`src/hw/rtl/permutation_unrank_queen_check_core_macros.svh`:
```
// ---------------------------------------------------------------------------
// assertion macros for the queen check core
// concurrent checks in simulation, empty in synthesis
// ---------------------------------------------------------------------------
`ifndef PERMUTATION_UNRANK_QUEEN_CHECK_CORE_MACROS_SVH
`define PERMUTATION_UNRANK_QUEEN_CHECK_CORE_MACROS_SVH

`ifndef SYNTHESIS
// holds at every edge outside reset
`define PUQC_ASSERT(name, clk, rst, prop, msg) \
  name: assert property (@(posedge clk) disable iff (rst) (prop)) else $error(msg);
// antecedent in one cycle, consequent in the next
`define PUQC_ASSERT_NEXT(name, clk, rst, pre, post, msg) \
  name: assert property (@(posedge clk) disable iff (rst) (pre) |=> (post)) else $error(msg);
`else
`define PUQC_ASSERT(name, clk, rst, prop, msg)
`define PUQC_ASSERT_NEXT(name, clk, rst, pre, post, msg)
`endif

`endif

```
`src/hw/rtl/puqc_pkg.sv`:
```
// ---------------------------------------------------------------------------
// puqc_pkg
// types, sizes and helper functions for the permutation queen check core
// ---------------------------------------------------------------------------
package puqc_pkg;

  localparam int MAX_N      = 8;
  localparam int COL_W      = 3;
  localparam int RANK_W     = 16;
  localparam int SIZE_W     = 4;
  localparam int PLACE_W    = MAX_N * COL_W;
  localparam int NUM_DIV    = MAX_N - 1;
  localparam int BUMP_SPLIT = 4;
  localparam int NUM_STAGES = NUM_DIV + 1 + 2 + 1;

  localparam logic [SIZE_W-1:0] SIZE_RESET = SIZE_W'(MAX_N);

  typedef logic [COL_W-1:0]      col_t;
  typedef col_t [MAX_N-1:0]      col_vec_t;
  typedef logic [SIZE_W-1:0]     size_t;
  typedef logic [RANK_W-1:0]     rank_t;
  typedef logic [PLACE_W-1:0]    place_t;

  // factorial digits collected least significant first
  typedef struct packed {
    rank_t    quot;
    col_vec_t dig;
    size_t    size;
    logic     oor;
  } div_stage_t;

  typedef struct packed {
    col_vec_t dig;
    col_vec_t col;
    size_t    size;
    logic     oor;
  } bump_stage_t;

  function automatic size_t eff_size(input size_t bs);
    size_t n;
    n = bs;
    if (n < size_t'(1)) n = size_t'(1);
    if (n > size_t'(MAX_N)) n = size_t'(MAX_N);
    return n;
  endfunction

  function automatic logic [RANK_W:0] fact_of(input size_t n);
    logic [RANK_W:0] f;
    unique case (n)
      size_t'(0): f = (RANK_W+1)'(1);
      size_t'(1): f = (RANK_W+1)'(1);
      size_t'(2): f = (RANK_W+1)'(2);
      size_t'(3): f = (RANK_W+1)'(6);
      size_t'(4): f = (RANK_W+1)'(24);
      size_t'(5): f = (RANK_W+1)'(120);
      size_t'(6): f = (RANK_W+1)'(720);
      size_t'(7): f = (RANK_W+1)'(5040);
      default:    f = (RANK_W+1)'(40320);
    endcase
    return f;
  endfunction

  // one slice of the bump pass, worked in digit order: digit k is raised by
  // every later digit k+j (j in first..last) that lies on the board and is <= it
  function automatic col_vec_t bump_span(input col_vec_t dig, input col_vec_t col,
                                         input size_t size, input int first,
                                         input int last);
    col_vec_t res;
    int       kp;
    res = col;
    for (int k = 0; k < MAX_N; k++) begin
      for (int j = first; j <= last; j++) begin
        kp = k + j;
        if (kp < MAX_N && kp < int'(size)) begin
          if (dig[kp] <= res[k]) res[k] = res[k] + col_t'(1);
        end
      end
    end
    return res;
  endfunction

endpackage

```
`src/hw/rtl/puqc_in_if.sv`:
```
// ---------------------------------------------------------------------------
// puqc_in_if
// rank channel: valid/ready with one permutation rank per transfer
// ---------------------------------------------------------------------------
interface puqc_in_if;
  logic                  valid;
  logic                  ready;
  puqc_pkg::rank_t       perm_rank;

  modport source (output valid, output perm_rank, input ready);
  modport sink   (input valid, input perm_rank, output ready);
endinterface

```
`src/hw/rtl/puqc_out_if.sv`:
```
// ---------------------------------------------------------------------------
// puqc_out_if
// result channel: valid/ready with placement and flags per transfer
// ---------------------------------------------------------------------------
interface puqc_out_if;
  logic                  valid;
  logic                  ready;
  puqc_pkg::place_t      placement;
  logic                  is_solution;
  logic                  rank_out_of_range;

  modport source (output valid, output placement, output is_solution,
                  output rank_out_of_range, input ready);
  modport sink   (input valid, input placement, input is_solution,
                  input rank_out_of_range, output ready);
endinterface

```
`src/hw/rtl/permutation_unrank_queen_check_core.sv`:
```
// ---------------------------------------------------------------------------
// permutation_unrank_queen_check_core
// decodes a permutation rank to queen columns and tests the diagonals
// ---------------------------------------------------------------------------
// Takes one rank per clock and returns one result per clock once full and
// the output is not stalled. The pipeline has eleven stages: a range check
// against board_size factorial, seven stages that peel off one factorial
// digit each (dividing by 2..8 with a constant reciprocal multiply and one
// correction), two stages of the digit bump pass and a final stage that
// checks all row pairs for diagonals and packs the columns. Each stage
// holds its item until the next has room, so a stalled output backs up only
// as far as needed and bubbles close up. board_size (reset 8, 0 acts as 1,
// above 8 acts as 8) is for the user to write through cfg_wr_en/cfg_wr_data
// only while no item is in flight; the block does not enforce this.
module permutation_unrank_queen_check_core (
  input  logic                   clk,
  input  logic                   rst,
  input  logic                   cfg_wr_en,
  input  puqc_pkg::size_t        cfg_wr_data,
  puqc_in_if.sink                rank_in,
  puqc_out_if.source             result_out
);

`include "permutation_unrank_queen_check_core_macros.svh"

  localparam int LAST  = puqc_pkg::NUM_STAGES - 1;
  localparam int BUMP0 = puqc_pkg::NUM_DIV + 1;
  localparam int BUMP1 = puqc_pkg::NUM_DIV + 2;
  localparam int RW    = puqc_pkg::RANK_W;
  localparam int PW    = 2 * RW + 1;
  localparam int QW    = RW + 4;

  puqc_pkg::size_t         board_size;
  logic [LAST:0]           vld;
  logic [LAST:0]           rdy;
  puqc_pkg::div_stage_t    ds [0:puqc_pkg::NUM_DIV];
  puqc_pkg::bump_stage_t   bs [0:1];
  puqc_pkg::place_t        out_place;
  logic                    out_sol;
  logic                    out_oor;

  puqc_pkg::size_t         in_size;
  puqc_pkg::col_vec_t      bump0_col;
  puqc_pkg::col_vec_t      bump1_col;
  puqc_pkg::place_t        place_next;
  logic                    conflict;

  always_ff @(posedge clk) begin
    if (rst) begin
      board_size <= puqc_pkg::SIZE_RESET;
    end else if (cfg_wr_en) begin
      board_size <= cfg_wr_data;
    end
  end

  // a stage can load when it is empty or its item moves on
  always_comb begin
    rdy[LAST] = !vld[LAST] || result_out.ready;
    for (int i = LAST - 1; i >= 0; i--) begin
      rdy[i] = !vld[i] || rdy[i+1];
    end
  end

  assign rank_in.ready = rdy[0];

  always_ff @(posedge clk) begin
    if (rst) begin
      vld <= '0;
    end else begin
      if (rdy[0]) vld[0] <= rank_in.valid;
      for (int i = 1; i <= LAST; i++) begin
        if (rdy[i]) vld[i] <= vld[i-1];
      end
    end
  end

  // stage 0: range check
  assign in_size = puqc_pkg::eff_size(board_size);

  always_ff @(posedge clk) begin
    if (rdy[0] && rank_in.valid) begin
      ds[0].quot <= rank_in.perm_rank;
      ds[0].dig  <= '0;
      ds[0].size <= in_size;
      ds[0].oor  <= {1'b0, rank_in.perm_rank} >= puqc_pkg::fact_of(in_size);
    end
  end

  // stages 1..7: digit k is the remainder of division by k+1
  for (genvar k = 1; k <= puqc_pkg::NUM_DIV; k++) begin : g_div
    localparam int unsigned DIV   = k + 1;
    localparam int unsigned RECIP = (1 << RW) / DIV;

    logic [PW-1:0]      prod;
    puqc_pkg::rank_t    qhat;
    logic [QW-1:0]      qd;
    logic [QW-1:0]      rem;
    logic               fix;
    puqc_pkg::col_vec_t dig_next;

    always_comb begin
      prod = PW'(ds[k-1].quot) * PW'(RECIP);
      qhat = prod[2*RW-1:RW];
      qd   = QW'(qhat) * QW'(DIV);
      rem  = QW'(ds[k-1].quot) - qd;
      // estimate is low by at most one
      fix  = rem >= QW'(DIV);
      dig_next    = ds[k-1].dig;
      dig_next[k] = fix ? puqc_pkg::col_t'(rem - QW'(DIV)) : puqc_pkg::col_t'(rem);
    end

    always_ff @(posedge clk) begin
      if (rdy[k] && vld[k-1]) begin
        ds[k].quot <= fix ? qhat + puqc_pkg::rank_t'(1) : qhat;
        ds[k].dig  <= dig_next;
        ds[k].size <= ds[k-1].size;
        ds[k].oor  <= ds[k-1].oor;
      end
    end
  end

  // bump pass in two slices
  assign bump0_col = puqc_pkg::bump_span(ds[puqc_pkg::NUM_DIV].dig,
                                         ds[puqc_pkg::NUM_DIV].dig,
                                         ds[puqc_pkg::NUM_DIV].size,
                                         1, puqc_pkg::BUMP_SPLIT);
  assign bump1_col = puqc_pkg::bump_span(bs[0].dig, bs[0].col, bs[0].size,
                                         puqc_pkg::BUMP_SPLIT + 1, puqc_pkg::MAX_N - 1);

  always_ff @(posedge clk) begin
    if (rdy[BUMP0] && vld[BUMP0-1]) begin
      bs[0].dig  <= ds[puqc_pkg::NUM_DIV].dig;
      bs[0].col  <= bump0_col;
      bs[0].size <= ds[puqc_pkg::NUM_DIV].size;
      bs[0].oor  <= ds[puqc_pkg::NUM_DIV].oor;
    end
    if (rdy[BUMP1] && vld[BUMP1-1]) begin
      bs[1].dig  <= bs[0].dig;
      bs[1].col  <= bump1_col;
      bs[1].size <= bs[0].size;
      bs[1].oor  <= bs[0].oor;
    end
  end

  // diagonal check and packing; columns are held in digit order, row b
  // takes column size-1-b
  always_comb begin
    puqc_pkg::col_t diff;
    puqc_pkg::col_t idx;
    conflict   = 1'b0;
    place_next = '0;
    diff       = '0;
    idx        = '0;
    for (int j = 0; j < puqc_pkg::MAX_N; j++) begin
      for (int kk = j + 1; kk < puqc_pkg::MAX_N; kk++) begin
        if (kk < int'(bs[1].size)) begin
          diff = (bs[1].col[j] > bs[1].col[kk]) ? bs[1].col[j] - bs[1].col[kk]
                                                : bs[1].col[kk] - bs[1].col[j];
          if (diff == puqc_pkg::col_t'(kk - j)) conflict = 1'b1;
        end
      end
    end
    for (int b = 0; b < puqc_pkg::MAX_N; b++) begin
      if (b < int'(bs[1].size)) begin
        idx = puqc_pkg::col_t'(int'(bs[1].size) - 1 - b);
        place_next[b*puqc_pkg::COL_W +: puqc_pkg::COL_W] = bs[1].col[idx];
      end
    end
  end

  always_ff @(posedge clk) begin
    if (rdy[LAST] && vld[LAST-1]) begin
      out_place <= bs[1].oor ? '0 : place_next;
      out_sol   <= !bs[1].oor && !conflict;
      out_oor   <= bs[1].oor;
    end
  end

  assign result_out.valid             = vld[LAST];
  assign result_out.placement         = out_place;
  assign result_out.is_solution       = out_sol;
  assign result_out.rank_out_of_range = out_oor;

  `PUQC_ASSERT(a_oor_result_clear, clk, rst, !(vld[LAST] && out_oor) || (out_place == '0 && !out_sol), "out of range result not cleared")
  `PUQC_ASSERT(a_stage0_size_legal, clk, rst, !vld[0] || (ds[0].size >= puqc_pkg::size_t'(1) && ds[0].size <= puqc_pkg::size_t'(puqc_pkg::MAX_N)), "effective size outside board range")
  `PUQC_ASSERT_NEXT(a_input_enters, clk, rst, rank_in.valid && rank_in.ready, vld[0], "accepted rank not captured")
  `PUQC_ASSERT_NEXT(a_last_stage_loads, clk, rst, vld[LAST-1] && rdy[LAST], vld[LAST], "item lost before output register")

endmodule

```
`src/flat_wrapper.sv`:
```
// flat-port wrapper written by rule: the top's interface ports become plain ports
module permutation_unrank_queen_check_core_flat 
  (clk, rst, cfg_wr_en, cfg_wr_data, rank_in_valid, rank_in_perm_rank, rank_in_ready, result_out_valid, result_out_placement, result_out_is_solution, result_out_rank_out_of_range, result_out_ready);
  puqc_in_if rank_in_i ();
  puqc_out_if result_out_i ();
  input  logic clk;
  input  logic rst;
  input  logic cfg_wr_en;
  input  puqc_pkg::size_t cfg_wr_data;
  input wire logic [$bits(rank_in_i.valid)-1:0] rank_in_valid;
  input wire logic [$bits(rank_in_i.perm_rank)-1:0] rank_in_perm_rank;
  output wire logic [$bits(rank_in_i.ready)-1:0] rank_in_ready;
  output wire logic [$bits(result_out_i.valid)-1:0] result_out_valid;
  output wire logic [$bits(result_out_i.placement)-1:0] result_out_placement;
  output wire logic [$bits(result_out_i.is_solution)-1:0] result_out_is_solution;
  output wire logic [$bits(result_out_i.rank_out_of_range)-1:0] result_out_rank_out_of_range;
  input wire logic [$bits(result_out_i.ready)-1:0] result_out_ready;
  assign rank_in_i.valid = rank_in_valid;
  assign rank_in_i.perm_rank = rank_in_perm_rank;
  assign rank_in_ready = rank_in_i.ready;
  assign result_out_valid = result_out_i.valid;
  assign result_out_placement = result_out_i.placement;
  assign result_out_is_solution = result_out_i.is_solution;
  assign result_out_rank_out_of_range = result_out_i.rank_out_of_range;
  assign result_out_i.ready = result_out_ready;
  permutation_unrank_queen_check_core u_core (.clk(clk), .rst(rst), .cfg_wr_en(cfg_wr_en), .cfg_wr_data(cfg_wr_data), .rank_in(rank_in_i), .result_out(result_out_i));
endmodule
```
`config.mk`:
```
export PLATFORM = sky130hd
export DESIGN_NAME = permutation_unrank_queen_check_core_flat
export DESIGN_NICKNAME = d
export VERILOG_FILES = /design/src/hw/rtl/puqc_pkg.sv /design/src/hw/rtl/puqc_in_if.sv /design/src/hw/rtl/puqc_out_if.sv /design/src/hw/rtl/permutation_unrank_queen_check_core.sv /design/src/flat_wrapper.sv
export VERILOG_INCLUDE_DIRS = /design/src /design/src/hw/rtl
export SDC_FILE = /design/constraint.sdc
export NUM_CORES = 1
export LEC_CHECK = 0
export ABC_AREA = 1
export BUFFER_PORTS_ARGS = -buffer_cell sky130_fd_sc_hd__buf_2
export CAP_MARGIN = 20
export CORE_ASPECT_RATIO = 0.7
export CORE_MARGIN = 3
export CORE_UTILIZATION = 50
export CTS_BUF_LIST = sky130_fd_sc_hd__clkbuf_2
export CTS_CLUSTER_DIAMETER = 100
export CTS_CLUSTER_SIZE = 30
export DETAILED_ROUTE_END_ITERATION = 7
export PLACE_DENSITY = 0.79
export SYNTH_ARGS = -nofsm -noshare
export SYNTH_HDL_FRONTEND = slang
export SYNTH_SLANG_ARGS = --single-unit
```
`constraint.sdc`:
```
create_clock -name clk -period 7.9 [get_ports clk]
set_clock_uncertainty 0.1 [all_clocks]
set_input_delay 1.185 -clock clk [delete_from_list [all_inputs] [get_ports clk]]
set_output_delay 1.185 -clock clk [all_outputs]
set_load 0.005 [all_outputs]
```
==> impl_metrics.ini <==
[synth]
synth.top_cell.area_share = 0.243
synth.most_common_cell = inv_1
synth_warnings = 0
ys_seq_area_frac = 0.234
yosys_register_bits = 304
syn_area_mm2 = 0.0384
synth_area_leader_cell = ha_1
synth_area_leaders = ha_1, edfxtp_1, fa_1
synth_ff_type = edfxtp_1
synthTopCellsByCount = inv_1, ha_1, nand2_1
synth_edf_count = 289
synthCells = 4367
synthArstFlopShare = 0
yosysUniqueCellTypes = 71
syn-mean-instance-area_um2 = 8.80

[floorplanning]
die_area_mm2 = 0.0803
initial_core_util = 0.508
fp-row-count = 84
die_h_um = 238
coreArea_mm2 = 0.0757
die_w_um = 337
io_pins = 53

[finish]
final_nets = 5945
fillers = 5565
final_cells = 5881
multiInputGateArea_mm2 = 0.0290
drive_gt1_frac = 0.224
areaGrowthSynthToFinish_pct = 22.0
seq_area_mm2 = 0.00898

[cts]
clk_latency_ns = 1.13
cts_tree = done
htreeDepth = 1
cts.path.max_buffers = 3
cts_hold_buffers = 0
numCtsBuffers = 16
clock_sinks = 304
root_buffer = clkbuf_2
clkTransAtPathRegs_ns = 0.58

[sta]
hold_viol = 0
fin_crit_ns = 8.22
fin_ws_ns = -0.324
setup-violations-final = 50
rsz0062_at_grt = true
fmax_mhz = 122
relSlewSlack = 0.406
slew_violations = 0
worst_pin_slew_ns = 0.888
min_period_over_period = 1.04

[routing]
drt_wl_total_mm = 112
num_vias = 33300
drc_errors = 0
routedLengthMet1_mm = 46.1
avgRoutedWirePerCell_um = 19.1
viasPerCell = 5.66
dr_wl_met3_mm = 12.0
ant_nets = 0
dr.max_layer_used = met5
drtIter0Drc = 3198
met2_length_mm = 50.2
drtPass1Iterations = 7

[run_status]
violations = setup timing
status = complete, but fails checks

[critical_path]
cpMaxStageDelayCell = fa_1
cp.arrival_ns = 9.05
ff2ff_setup_slack_ns = -0.32
crit_required_ns = 8.73
path_class = reg -> reg
start_kind = flop
cp_common_cell = fa_1
path_max_fanout = 5
critPathMaxStageDelay_ns = 0.59
crit_path_end_kind = flop

[grt]
grt_max_degree = 50
antenna_found_initial = 3
grt_use_total = 0.247
first_global_vias = 31600
grt_pass1_wl_mm = 161
grt_overflow = 0

[min_path]
hold_class = in -> reg

[place]
placed_cells_incl_taps = 5721
hpwl_mm = 80.9
port_buffers = 52
gp_congestion = 0.987

[job]
cap_violations = 0
[stage by stage]
stage	worst slack [ns]	area (um2)	util	setup TNS, ns	hold slack (ns)
after floorplan	0.0833	38500	-	0	0.300
after global placement	-0.258	42400	0.560	-3.57	0.301
after detailed placement	-0.289	42400	0.560	-8.16	0.305
after CTS	-0.0404	44300	0.585	-0.189	0.0373
after global routing	-0.559	46900	0.620	-23.36	0.0326
final	-0.324	46900	0.620	-7.99	0.0968
[repair_timing]
action                                  CTS  global route
gates resized for setup                 203           435
cloned                                    5             4
endpoints found under the setup margin   60            60
pin swaps                                78           282
setup buffers                            68            58
[path summary, 6_finish.rpt]
path                                      startpoint           endpoint  cells past startpoint
worst max-delay path                u_core.ds[0][77]  u_core.ds[0][128]                     37
worst min-delay path            rank_in_perm_rank[0]   u_core.ds[0][29]                      1
worst max register to register      u_core.ds[0][77]  u_core.ds[0][128]                     37
worst min register to register      u_core.ds[0][37]   u_core.ds[0][81]                      0
[sequential cells by signal, indices dropped and copies added (netlist names)]
name,flops
u_core.ds,199
u_core.result_out.placement,24
u_core.result_out.is_solution,1
u_core.vld,11
u_core.bs,64
u_core.result_out.rank_out_of_range,1
u_core.board_size,4
[critical path, delay by kind of cell (launching register included)]
family                     cells  cell delay (ns)
AOI/OAI and AO/OA              5             0.75
xor gates and xnor gates       1             0.21
adders and majority gates      9             3.85
buffers and inverters         10             1.19
DFF                            1             0.55
and+or+nand+nor               12             1.37
[metal layers]
metal	track usage	up-vias
met1	0.355	15800
li1	-	15400
met4	0.0459	2
met5	0	-
met2	0.381	1750
met3	0.0632	344
[cells in the final DEF (no fill, tap or decap), types with 14 or more instances in the layout]
cell type  Yosys  layout
fa_1         291     275
fa_2           0      16
o21a_1        21      21
o21ai_2       15      28
nor2_4         0      19
a21o_1        19      19
nand4_1       47      47
nand2_2        4      81
o21ai_0      184     160
nand2_1      732     618
inv_2          4      46
nor2_2         7      32
a21oi_2        6      55
nand3b_1      35      35
a32oi_1       14      14
nor3_1        27      19
a21oi_1      250     190
ha_1         748     641
buf_4          1     418
o21bai_1      20      17
buf_6          4      25
nor2_1       265     221
nand3_2        3      26
nand3_1      159     133
buf_2          4      52
clkbuf_2       0      22
xnor2_1       47      38
xor2_1       105      86
dfxtp_1       15      15
xor2_2         2      18
inv_1        883     837
nand2_4        1      38
ha_4           0     100
edfxtp_1     289     289
o21ai_1       12      21
o211ai_1      14      14
[cell type report]
type / count / share of cell area
repair buffers: 513 / 0.0874
well taps: 989 / 0.0264
clock inverters: 6 / 0.00221
clock buffers: 22 / 0.00235
inverters: 889 / 0.0714
flip-flops and latches: 304 / 0.191
diodes: 1 / 0.0000534
multi-input cells: 3157 / 0.619
[cells by family (layout without fill, tap and decap cells)]
family | count (synthesis) | after routing | synth area share
multiplexers | 11 | 11 | 0.00303
other | 2 | 8 | 0.000195
XOR/XNOR | 157 | 157 | 0.0371
adder cells (fa/ha/maj) | 1039 | 1039 | 0.395
AO/OA/AOI/OAI | 620 | 620 | 0.0939
flip-flops | 304 | 304 | 0.234
buffers and inverters | 911 | 1430 | 0.0900
AND/OR/NAND/NOR | 1323 | 1323 | 0.147
Power is left out: the tool's default activity adds up to more than one toggle a clock period on the data nets, which glitch-free logic cannot reach.
